===== src/hdl/ole_pkg.sv =====
// shared types and constants for the ordered list edit engine
// no dependencies; imported by every module of the block
`default_nettype none

package ole_pkg;

  localparam int CAPACITY = 64;
  localparam int AW       = $clog2(CAPACITY);
  localparam int CW       = 7;
  localparam int DW       = 32;

  typedef enum logic [2:0] {
    CMD_APPEND    = 3'd0,
    CMD_DEL_AT    = 3'd1,
    CMD_INSERT    = 3'd2,
    CMD_DEL_MATCH = 3'd3,
    CMD_REPLACE   = 3'd4,
    CMD_REVERSE   = 3'd5,
    CMD_READ      = 3'd6,
    CMD_COUNT     = 3'd7
  } cmd_t;

  typedef enum logic [1:0] {
    ST_OK    = 2'd0,
    ST_FULL  = 2'd1,
    ST_RANGE = 2'd2
  } status_t;

  typedef enum logic [2:0] {
    S_IDLE,
    S_START,
    S_RD,
    S_WR,
    S_WR2,
    S_OUT
  } state_t;

  typedef struct packed {
    logic          we;
    logic [AW-1:0] waddr;
    logic [DW-1:0] wdata;
    logic          re;
    logic [AW-1:0] raddr_a;
    logic [AW-1:0] raddr_b;
  } mem_req_t;

endpackage

`default_nettype wire


===== src/hdl/ole_store.sv =====
// element store: one write port, two registered read ports
// depends on ole_pkg
`default_nettype none

module ole_store (
  input  wire logic             clk,
  input  wire ole_pkg::mem_req_t req,
  output logic [ole_pkg::DW-1:0] da,
  output logic [ole_pkg::DW-1:0] db
);
  import ole_pkg::*;

  logic [DW-1:0] mem [CAPACITY];

  always_ff @(posedge clk) begin
    if (req.we) begin
      mem[req.waddr] <= req.wdata;
    end
    // read data holds between reads so a swap can use it later
    if (req.re) begin
      da <= mem[req.raddr_a];
      db <= mem[req.raddr_b];
    end
  end

endmodule

`default_nettype wire


===== src/hdl/ole_seq.sv =====
// command sequencer with the shared compare unit and index counters
// depends on ole_pkg; drives the ole_store ports
`default_nettype none

module ole_seq (
  input  wire logic                    clk,
  input  wire logic                    rst,
  input  wire logic                    in_valid,
  output logic                         in_ready,
  input  wire logic [2:0]              command,
  input  wire logic [ole_pkg::CW-1:0]  position,
  input  wire logic [ole_pkg::DW-1:0]  value,
  input  wire logic [ole_pkg::DW-1:0]  replacement,
  output logic                         out_valid,
  input  wire logic                    out_ready,
  output logic [1:0]                   status,
  output logic [ole_pkg::DW-1:0]       read_value,
  output logic [ole_pkg::CW-1:0]       match_count,
  output logic [ole_pkg::CW-1:0]       list_length,
  output ole_pkg::mem_req_t            req,
  input  wire logic [ole_pkg::DW-1:0]  da,
  input  wire logic [ole_pkg::DW-1:0]  db
);
  import ole_pkg::*;

  state_t        state, state_next;
  cmd_t          cmd, cmd_next;
  status_t       sts, sts_next;
  logic [CW-1:0] pos, pos_next;
  logic [DW-1:0] val, val_next;
  logic [DW-1:0] rep, rep_next;
  logic [CW-1:0] len, len_next;
  logic [CW-1:0] i, i_next;
  logic [CW-1:0] j, j_next;
  logic [CW-1:0] cnt, cnt_next;
  logic [DW-1:0] rd, rd_next;

  logic [CW-1:0] i_p1, i_m1, j_p1, pos_m1, cap;
  logic [CW:0]   i_p2, len_p1;
  logic          hit;

  assign i_p1   = i + CW'(1);
  assign i_m1   = i - CW'(1);
  assign j_p1   = j + CW'(1);
  assign i_p2   = {1'b0, i} + (CW+1)'(2);
  assign pos_m1 = pos - CW'(1);
  assign len_p1 = {1'b0, len} + (CW+1)'(1);
  assign cap    = CW'(CAPACITY);
  // the shared compare unit
  assign hit    = (da == val);

  assign in_ready    = (state == S_IDLE);
  assign out_valid   = (state == S_OUT);
  assign status      = sts;
  assign read_value  = rd;
  assign match_count = cnt;
  assign list_length = len;

  always_ff @(posedge clk) begin
    if (rst) begin
      state <= S_IDLE;
      len   <= '0;
    end else begin
      state <= state_next;
      len   <= len_next;
    end
  end

  always_ff @(posedge clk) begin
    cmd <= cmd_next;
    sts <= sts_next;
    pos <= pos_next;
    val <= val_next;
    rep <= rep_next;
    i   <= i_next;
    j   <= j_next;
    cnt <= cnt_next;
    rd  <= rd_next;
  end

  always_comb begin
    state_next = state;
    cmd_next   = cmd;
    sts_next   = sts;
    pos_next   = pos;
    val_next   = val;
    rep_next   = rep;
    len_next   = len;
    i_next     = i;
    j_next     = j;
    cnt_next   = cnt;
    rd_next    = rd;

    req.we      = 1'b0;
    req.waddr   = i[AW-1:0];
    req.wdata   = val;
    req.re      = 1'b0;
    req.raddr_a = i[AW-1:0];
    req.raddr_b = i[AW-1:0];

    unique case (state)
      S_IDLE: begin
        if (in_valid) begin
          cmd_next   = cmd_t'(command);
          pos_next   = position;
          val_next   = value;
          rep_next   = replacement;
          sts_next   = ST_OK;
          rd_next    = '0;
          cnt_next   = '0;
          state_next = S_START;
        end
      end

      S_START: begin
        state_next = S_OUT;
        unique case (cmd)
          CMD_APPEND: begin
            if (len >= cap) begin
              sts_next = ST_FULL;
            end else begin
              req.we    = 1'b1;
              req.waddr = len[AW-1:0];
              req.wdata = val;
              len_next  = len + CW'(1);
            end
          end
          CMD_DEL_AT, CMD_READ: begin
            if (pos == '0 || pos > len) begin
              sts_next = ST_RANGE;
            end else begin
              i_next     = pos_m1;
              state_next = S_RD;
            end
          end
          CMD_INSERT: begin
            if (len >= cap) begin
              sts_next = ST_FULL;
            end else if (pos == '0 || {1'b0, pos} > len_p1) begin
              sts_next = ST_RANGE;
            end else if ({1'b0, pos} == len_p1) begin
              // insert just past the end needs no shifting
              req.we    = 1'b1;
              req.waddr = len[AW-1:0];
              req.wdata = val;
              len_next  = len + CW'(1);
            end else begin
              i_next     = len;
              state_next = S_RD;
            end
          end
          CMD_DEL_MATCH, CMD_REPLACE, CMD_COUNT: begin
            i_next = '0;
            j_next = '0;
            if (len != '0) begin
              state_next = S_RD;
            end
          end
          CMD_REVERSE: begin
            i_next = '0;
            j_next = len - CW'(1);
            if (len >= CW'(2)) begin
              state_next = S_RD;
            end
          end
          default: state_next = S_OUT;
        endcase
      end

      S_RD: begin
        req.re = 1'b1;
        if (cmd == CMD_DEL_AT) begin
          req.raddr_a = i_p1[AW-1:0];
        end else if (cmd == CMD_INSERT) begin
          req.raddr_a = i_m1[AW-1:0];
        end
        if (cmd == CMD_REVERSE) begin
          req.raddr_b = j[AW-1:0];
        end
        state_next = S_WR;
      end

      S_WR: begin
        state_next = S_OUT;
        unique case (cmd)
          CMD_READ: begin
            rd_next = db;
          end
          CMD_DEL_AT: begin
            if (i == pos_m1) begin
              rd_next = db;
            end
            if (i_p1 < len) begin
              req.we    = 1'b1;
              req.wdata = da;
            end
            if (i_p2 < {1'b0, len}) begin
              i_next     = i_p1;
              state_next = S_RD;
            end else begin
              len_next = len - CW'(1);
            end
          end
          CMD_INSERT: begin
            req.we    = 1'b1;
            req.wdata = da;
            if (i_m1 > pos_m1) begin
              i_next     = i_m1;
              state_next = S_RD;
            end else begin
              state_next = S_WR2;
            end
          end
          CMD_DEL_MATCH, CMD_REPLACE, CMD_COUNT: begin
            if (hit) begin
              cnt_next = cnt + CW'(1);
            end
            if (cmd == CMD_REPLACE && hit) begin
              req.we    = 1'b1;
              req.wdata = rep;
            end
            // compaction: survivors move down to the write index
            if (cmd == CMD_DEL_MATCH && !hit) begin
              req.we    = 1'b1;
              req.waddr = j[AW-1:0];
              req.wdata = da;
              j_next    = j_p1;
            end
            if (i_p1 < len) begin
              i_next     = i_p1;
              state_next = S_RD;
            end else if (cmd == CMD_DEL_MATCH) begin
              len_next = hit ? j : j_p1;
            end
          end
          CMD_REVERSE: begin
            req.we     = 1'b1;
            req.wdata  = db;
            state_next = S_WR2;
          end
          default: state_next = S_OUT;
        endcase
      end

      S_WR2: begin
        req.we = 1'b1;
        if (cmd == CMD_INSERT) begin
          req.waddr  = pos_m1[AW-1:0];
          req.wdata  = val;
          len_next   = len + CW'(1);
          state_next = S_OUT;
        end else begin
          // second half of a swap, low word still held in da
          req.waddr = j[AW-1:0];
          req.wdata = da;
          if (i_p2 < {1'b0, j}) begin
            i_next     = i_p1;
            j_next     = j - CW'(1);
            state_next = S_RD;
          end else begin
            state_next = S_OUT;
          end
        end
      end

      S_OUT: begin
        if (out_ready) begin
          state_next = S_IDLE;
        end
      end

      default: state_next = S_IDLE;
    endcase
  end

endmodule

`default_nettype wire


===== src/hdl/ordered_list_edit_engine.sv =====
// top level of the ordered list edit engine: sequencer plus element store
// depends on ole_pkg, ole_seq and ole_store
//
// channel  | direction | handshake            | word
// ---------+-----------+----------------------+----------------------------------------
// in       | sink      | in_valid / in_ready  | command, position, value, replacement
// out      | source    | out_valid / out_ready| status, read_value, match_count, list_length
//
// one command at a time; in_ready is high only while idle
// append, refused commands and empty walks go from the start state straight to out_valid
// walks step through each entry as a registered read, then a write on the write port
// reverse swaps each pair through the read, write and second-write states
// reset clears the length and the sequencer; store contents are not cleared
// out_valid holds with the result until out_ready, then the block goes idle
`default_nettype none

module ordered_list_edit_engine (
  input  wire logic                   clk,
  input  wire logic                   rst,
  input  wire logic                   in_valid,
  output logic                        in_ready,
  input  wire logic [2:0]             command,
  input  wire logic [ole_pkg::CW-1:0] position,
  input  wire logic signed [31:0]     value,
  input  wire logic signed [31:0]     replacement,
  output logic                        out_valid,
  input  wire logic                   out_ready,
  output logic [1:0]                  status,
  output logic signed [31:0]          read_value,
  output logic [ole_pkg::CW-1:0]      match_count,
  output logic [ole_pkg::CW-1:0]      list_length
);
  import ole_pkg::*;

  mem_req_t      req;
  logic [DW-1:0] da, db;
  logic [DW-1:0] rd_word;

  ole_seq u_seq (
    .clk         (clk),
    .rst         (rst),
    .in_valid    (in_valid),
    .in_ready    (in_ready),
    .command     (command),
    .position    (position),
    .value       (value),
    .replacement (replacement),
    .out_valid   (out_valid),
    .out_ready   (out_ready),
    .status      (status),
    .read_value  (rd_word),
    .match_count (match_count),
    .list_length (list_length),
    .req         (req),
    .da          (da),
    .db          (db)
  );

  ole_store u_store (
    .clk (clk),
    .req (req),
    .da  (da),
    .db  (db)
  );

  assign read_value = rd_word;

endmodule

`default_nettype wire


===== config.mk =====
export PLATFORM = sky130hd
export DESIGN_NAME = ordered_list_edit_engine
export DESIGN_NICKNAME = d
export VERILOG_FILES = /design/src/hdl/ole_pkg.sv /design/src/hdl/ole_store.sv /design/src/hdl/ole_seq.sv /design/src/hdl/ordered_list_edit_engine.sv
export SDC_FILE = /design/constraint.sdc
export NUM_CORES = 2
export LEC_CHECK = 0
export BUFFER_PORTS_ARGS = -buffer_cell sky130_fd_sc_hd__buf_2
export CAP_MARGIN = 25
export CORE_ASPECT_RATIO = 0.5
export CORE_MARGIN = 2
export CORE_UTILIZATION = 25
export CTS_BUF_LIST = sky130_fd_sc_hd__clkbuf_2
export DETAILED_ROUTE_END_ITERATION = 10
export SLEW_MARGIN = 10
export SYNTH_ARGS = -nofsm -noshare
export SYNTH_HDL_FRONTEND = slang
export SYNTH_SLANG_ARGS = --single-unit

===== constraint.sdc =====
create_clock -name clk -period 6.49 [get_ports clk]
set_input_delay 0.3245 -clock clk [delete_from_list [all_inputs] [get_ports clk]]
set_output_delay 0.3245 -clock clk [all_outputs]
set_load 0.01 [all_outputs]

Word level (Yosys, flattened, before mapping)
Memories as Yosys holds them, arrays and structs flattened. A register that Yosys moved wholly into a read port is not among the register bits.
Index checks and enable logic that the tools add are counted.
{"block": "word_totals", "regBits": 139, "ram_bits": 2048, "in_bits": 78, "out_inout_bits": 50, "mem_count": 1}
{"block": "classes", "n_addsub": 10, "n_lt_le_gt_ge": 8, "n_eq_ne": 46, "n_mux": 82, "n_reduce_logical": 24}
{"memory": "u_store.mem", "depth": 64, "width": 32, "rd": 2, "rd_ports_with_merged_regs": 2, "write_ports": 1, "line": "ole_store.sv:13", "text": "logic [DW-1:0] mem [CAPACITY];"}
{"cell": "two-way mux 39 bit", "count": 5}
{"cell": "two-way mux 7 bit", "count": 25}
{"cell": "two-way mux 32 bit", "count": 4}
{"cell": "case mux 32 bit (2 select lines)", "count": 2}
{"cell": "case mux 32 bit (4 select lines)", "count": 1}
{"cell": "case mux 39 bit (3 select lines)", "count": 1}
{"cell": "case mux 7 bit (3 select lines)", "count": 5}
{"cell": "case mux 39 bit (2 select lines)", "count": 1}
{"cell": "case mux 7 bit (2 select lines)", "count": 4}
{"cell": "two-way mux 3 bit", "count": 13}
{"cell": "two-way mux 38 bit", "count": 1}
{"cell": "== test 32 bit", "count": 1}
{"cell": "adder 7 x 1 -> 7 bit, second input constant", "count": 4}
{"cell": "subtractor 7 x 1 -> 7 bit, second input constant", "count": 4}
{"cell": "inequality test 3 bit, second input constant", "count": 9}
{"cell": "two-way mux 6 bit", "count": 4}
{"cell": "inequality test 3 x 2 -> 1 bit, second input constant", "count": 8}
{"cell": "case mux 3 bit (4 select lines)", "count": 2}
{"cell": "== test 3 bit, second input constant", "count": 6}
{"cell": "case mux 3 bit (6 select lines)", "count": 1}
{"cell": "< comparator 8 x 7 -> 1 bit", "count": 2}
{"cell": "greater-than comparator 7 bit", "count": 2}
{"cell": "two-way mux 13 bit", "count": 1}
{"cell": "== test 3 x 2 -> 1 bit, second input constant", "count": 4}
{"cell": "other kinds (36)", "count": 60}

Logic depth before layout (Yosys ltp)
{"block": "logic_depth", "ltp_word": 9, "depth_mapped": 16}

Cells and area by module
From an unflattened synthesis, not the netlist that was laid out.
{"block": "hier_totals", "cells_unflattened": 5495, "hier_area_um2": 106498.4}
{"mod": "ole_store", "n_inst": 1, "cells_each": 4470, "area_per_inst_um2": 96560.1, "seq_area_each_um2": 63420.8}
{"mod": "ole_seq", "n_inst": 1, "cells_each": 1025, "area_per_inst_um2": 9938.3, "seq_area_each_um2": 4073.9}

Worst setup path after synthesis
OpenSTA, ideal clock, no wires.
{"block": "synth_timing", "path_type": "register to register", "start": "reg u_seq.len[0] (netlist: u_seq.list_length[0])", "end": "mem u_store.mem[42][0], enable pin", "setup_ns": 0.502, "arrival_ns": 6.718, "setup_slack_ns": -0.730, "stages_incl_launch_ff": 17, "cell_sequence": "dfxtp_1 > clkbuf_1 > inv_1 > nor3_1 > nand3_1 > xnor2_1 > ha_1 > nand3_1 > nor2_1 > a311oi_1 > nor2_1 > o21ai_0 > a211o_1 > clkbuf_1 > or4b_1 > clkbuf_1 > nor4_1"}
{"block": "synth_between", "elab_chain_cells": 9}
{"element": "from (decl)", "line": "ole_seq.sv:32", "text": "logic [CW-1:0] len, len_next;"}
{"element": "from (signal assigned)", "line": "ole_seq.sv:65", "text": "len <= len_next;"}
{"element": "adder 7 x 1 -> 8 bit", "line": "ole_seq.sv:47", "text": "assign len_p1 = {1'b0, len} + (CW+1)'(1);"}
{"element": "greater-than comparator 7 x 8 -> 1 bit or == test 7 x 8 -> 1 bit (tied branches)", "line": "ole_seq.sv:139, ole_seq.sv:141"}
{"element": "logical OR 1 bit or two-way mux 39 bit (tied branches)", "line": "ole_seq.sv:139, ole_seq.sv:141"}
{"element": "two-way mux 39 bit", "line": "ole_seq.sv:139", "text": "end else if (pos == '0 || {1'b0, pos} > len_p1) begin"}
{"element": "two-way mux 39 bit", "line": "ole_seq.sv:137", "text": "if (len >= cap) begin"}
{"element": "case mux 39 bit (2 select lines)", "line": "ole_seq.sv:117", "text": "unique case (cmd)"}
{"element": "case mux 39 bit (3 select lines) (*)", "line": "ole_seq.sv:101", "text": "unique case (state)"}
{"element": "two-way mux 1 bit", "line": "ole_store.sv:16", "text": "if (req.we) begin"}
{"element": "two-way mux 1 bit (implied by the code)", "line": "ole_store.sv:17", "text": "mem[req.waddr] <= req.wdata;"}
{"element": "to (decl)", "line": "ole_store.sv:13"}
Every way passes the cells marked *; elsewhere a longest branch is shown, timed or not.

Final worst setup path
{"block": "layout_timing", "start": "reg u_seq.cmd[1]", "end": "reg u_store.da[6] (netlist bit), read port of u_store.mem, data pin"}
{"block": "layout_between", "elab_chain_cells": 4}
{"element": "from (decl)", "line": "ole_seq.sv:27", "text": "cmd_t cmd, cmd_next;"}
{"element": "from (signal assigned)", "line": "ole_seq.sv:70", "text": "cmd <= cmd_next;"}
{"element": "== test 3 x 2 -> 1 bit", "line": "ole_seq.sv:174", "text": "end else if (cmd == CMD_INSERT) begin"}
{"element": "two-way mux 6 bit", "line": "ole_seq.sv:174"}
{"element": "two-way mux 6 bit (*)", "line": "ole_seq.sv:172", "text": "if (cmd == CMD_DEL_AT) begin"}
{"element": "two-way mux 13 bit (*)", "line": "ole_seq.sv:101"}
{"element": "to (decl)", "line": "ole_store.sv:8", "text": "output logic [ole_pkg::DW-1:0] da,"}
Marked as above.
A chain may end at the register's enable or synchronous reset.

==> impl_metrics.env <==
export IMPL_wl_met3_mm=46.5
export IMPL_cts_buffers=591
export IMPL_clock_sinks=2251
export IMPL_met2_length_mm=181
export IMPL_wl_per_cell_um=28.5
export IMPL_fillCellCount=43200
export IMPL_antenna_found_initial=30
export IMPL_endpoint_kind="flip-flop"
export IMPL_drt_pass1_iter_count=6
export IMPL_cp_max_fo=27
export IMPL_drtAntennaViolNets=0
export IMPL_cts_root_buf="clkbuf_2"
export IMPL_grt_util_all_layers_pct=17.5
export IMPL_synthSimpleGateAreaFrac_pct=7.09
export IMPL_design_core_area_um2=433000
export IMPL_synth_compound_area_share_pct=8.41
export IMPL_synth_mux_area_share_pct=18.1
export IMPL_min_to="u_seq.cmd[1]"
export IMPL_finish_instance_area_um2=127000
export IMPL_synth_net_count=7380
export IMPL_synth_cell_area_um2=109000
export IMPL_netlist_area_leader_share_pct=61.9
export IMPL_tritoncts="yes"
export IMPL_met1Wirelength_mm=147
export IMPL_viasPerCell=5.52
export IMPL_report_final_setup_viol=0
export IMPL_cp_arrival_ns=7.33
export IMPL_final_cell_mix="edfxtp_1 (2241), nand2_1 (952), clkbuf_2 (831)"
export IMPL_setup_tns_ns=0
export IMPL_post_dp_cell_area_um2=119000
export IMPL_grt_overflow_total=0
export IMPL_synth_edff_count=2241
export IMPL_cap_viol_max_count=0
export IMPL_relSlewSlack_pct=23.4
export IMPL_p_leak_nw=42.2
export IMPL_post_cts_buffers=0
export IMPL_hold_path_depth=3
export IMPL_worst_pin_slew_ns=1.14
export IMPL_critical_path_required_ns=8.02
export IMPL_clkLatencyLatePin_ns=1.84
export IMPL_postSynthCellCount=7249
export IMPL_synth_top_family_by_area="multiplexers"
export IMPL_cts_resized=0
export IMPL_maxSlewViolCount=0
export IMPL_p_per_area_nw_per_um2=489
export IMPL_place_gp_congestion=0.931
export IMPL_vias=78500
export IMPL_grt_pass1_vias=77100
export IMPL_synth_top_cells_by_area="edfxtp_1 (62%), mux4_2 (13%), mux2i_1 (5.3%)"
export IMPL_ys_ff_latch=2251
export IMPL_fp_dieH_um=470
export IMPL_portBuffers=127
export IMPL_layout_min_cycle_time_ns=5.80
export IMPL_reg2reg_from="u_seq.cmd[1]"
export IMPL_cp_start_kind="flip-flop"
export IMPL_htree_levels=6
export IMPL_fin_crit_sh_pct=89.4
export IMPL_ys_warn_count=0
export IMPL_synth_fa_ha_area_share_pct=0.610
export IMPL_routed_wl_mm=405
export IMPL_die_area_um2=440000
export IMPL_ys_seq_area_share_pct=62.1
export IMPL_regArea_um2=67500
export IMPL_rr_worst_depth=11
export IMPL_dp_hpwl_mm=245
export IMPL_clock_skew_ns=0.205
export IMPL_rows=171
export IMPL_area_delta_synth_final_pct=16.9
export IMPL_rsz0062_at_grt="no"
export IMPL_clk_pin_slew_ns=0.12
export IMPL_floorplan_initialDensity_pct=25.1
export IMPL_cts_hold_buf=225
export IMPL_first_iter_violations=11600
export IMPL_peakVddDrop_mv=0.464
export IMPL_synth_largest_area_cell="edfxtp_1"
export IMPL_top_layer_used="met5"
export IMPL_final_common_cell="edfxtp_1"
export IMPL_finish_utilization_pct=29.3
export IMPL_grt_first_pass_wirelength_mm=567
export IMPL_drc=0
export IMPL_synth_cell_type_count=89
export IMPL_hold_viol_final=0
export IMPL_worstSetupPathType="flip-flop to flip-flop"
export IMPL_cts_path_max_buffers=4
export IMPL_grt_max_degree=109
export IMPL_die_width_um=936
export IMPL_r2r_end="u_store.da[6]"
export IMPL_io_pin_count=128
export IMPL_synth_xor_area_share_pct=0.692
export IMPL_async_flop_share_pct=0
export IMPL_synth_ff_type="edfxtp_1"
export IMPL_drive_gt1_share_pct=26.2
export IMPL_nets=8104
export IMPL_min_delay_start="command[1]"
export IMPL_r2r_slack_ns=0.69
export IMPL_hp_class="input port to flip-flop"
export IMPL_status="completed"
export IMPL_multi_input_area_um2=39300
export IMPL_total_power_mw=62.1
export IMPL_avgSynthCellArea_um2=15.0
export IMPL_max_freq_mhz=172
[logic make-up (layout without fill, tap and decap cells)]
family	count (synthesis)	in the layout
compound gates	1259	1259
xor+xnor	85	85
fa+ha+maj	53	53
buf+inv	724	1860
flops	2251	2251
mux	1190	1190
other cells	0	48
simple gates	1687	1687
[cells in the mapped netlist (9+ instances only)]
cell type / count
o21ai_0: 47
inv_1: 112
a2111oi_0: 79
nor3_1: 56
o21a_1: 10
buf_2: 215
o22ai_1: 196
nand2_1: 957
mux4_2: 617
a31oi_1: 45
buf_6: 20
mux2i_1: 571
a221oi_1: 86
buf_1: 39
o221ai_1: 40
a32oi_1: 155
dfxtp_1: 10
xnor2_1: 70
o2111ai_1: 80
a21oi_1: 267
nor4_1: 75
o211ai_1: 9
or4_1: 33
a21o_1: 11
nand3_1: 138
ha_1: 53
a211oi_1: 69
a22oi_1: 32
and3_1: 156
o311ai_0: 27
edfxtp_1: 2241
buf_4: 37
nor2_1: 155
clkbuf_1: 297
and2_1: 10
a32o_1: 20
xor2_1: 14
nand4_1: 48
[where the power goes]
group | total (mW) | internal (mW) | switching, mW
registers | 19.0 | 18.5 | 0.480
logic | 32.8 | 11.1 | 21.7
clock network | 10.3 | 4.19 | 6.13
total | 62.1 | 33.8 | 28.3
[layer usage]
metal,global-route usage [%],up-vias
met1,22.1,39800
met2,26.9,6093
met5,0,-
met4,11.9,6
met3,3.96,1156
li1,-,31400
[cell type report]
type | count | share of cell area [%]
clock inverter | 174 | 0.965
sequential | 2251 | 53.1
antenna | 48 | 0.0945
clock buffer | 831 | 3.27
inverter | 116 | 0.344
multi-input combinational | 4274 | 30.9
timing repair buffer | 739 | 5.61
tap | 5795 | 5.71
[how the worst max path moves through the flow]
stage,cells after the start,startpoint,endpoint,slack (ns)
3_3_place_gp,11,u_seq.cmd[1],u_store.da[5],-0.30
4_1_cts,11,u_seq.cmd[1],u_store.da[6],0.87
3_5_place_dp,11,u_seq.cmd[1],u_store.da[6],0.79
2_1_floorplan,14,u_seq.list_length[0],u_store.mem[47][0],-0.31
6_report,11,u_seq.cmd[1],u_store.da[6],0.69
5_1_grt,11,u_seq.cmd[1],u_store.da[6],0.57
[flip-flops by register name, indices dropped and copies added, names as in the netlist]
signal	count
u_seq.match_count	7
u_seq.list_length	7
u_seq.j	7
u_seq.val	32
u_store.mem	2048
u_seq.cmd	3
u_seq.rep	32
u_store.db	32
u_seq.status	2
u_seq.pos	7
u_seq.read_value	32
u_seq.i	7
u_store.da	32
u_seq.state	3
[stage by stage]
stage,hold slack [ns],worst slack (ns),cells
3_5_place_dp,0.503,0.794,12900
5_1_grt,0.124,0.575,14200
3_3_place_gp,0.503,-0.305,12900
6_report,0.218,0.687,14200
4_1_cts,0.00147,0.872,14200
2_1_floorplan,0.423,-0.312,7249
[worst max-delay path, stage by stage, from the launching register on]
cell and delay, ns:
edfxtp_1 0.34, buf_4 0.31, or3b_1 0.76, a21oi_4 0.55, a2bb2oi_1 0.78, nand2_1 0.37, nor2_2 0.62, buf_4 0.47
a2111oi_0 0.19, buf_4 0.17, a32o_1 0.27, a211oi_2 0.78
Power figures use the tool's default switching activity.
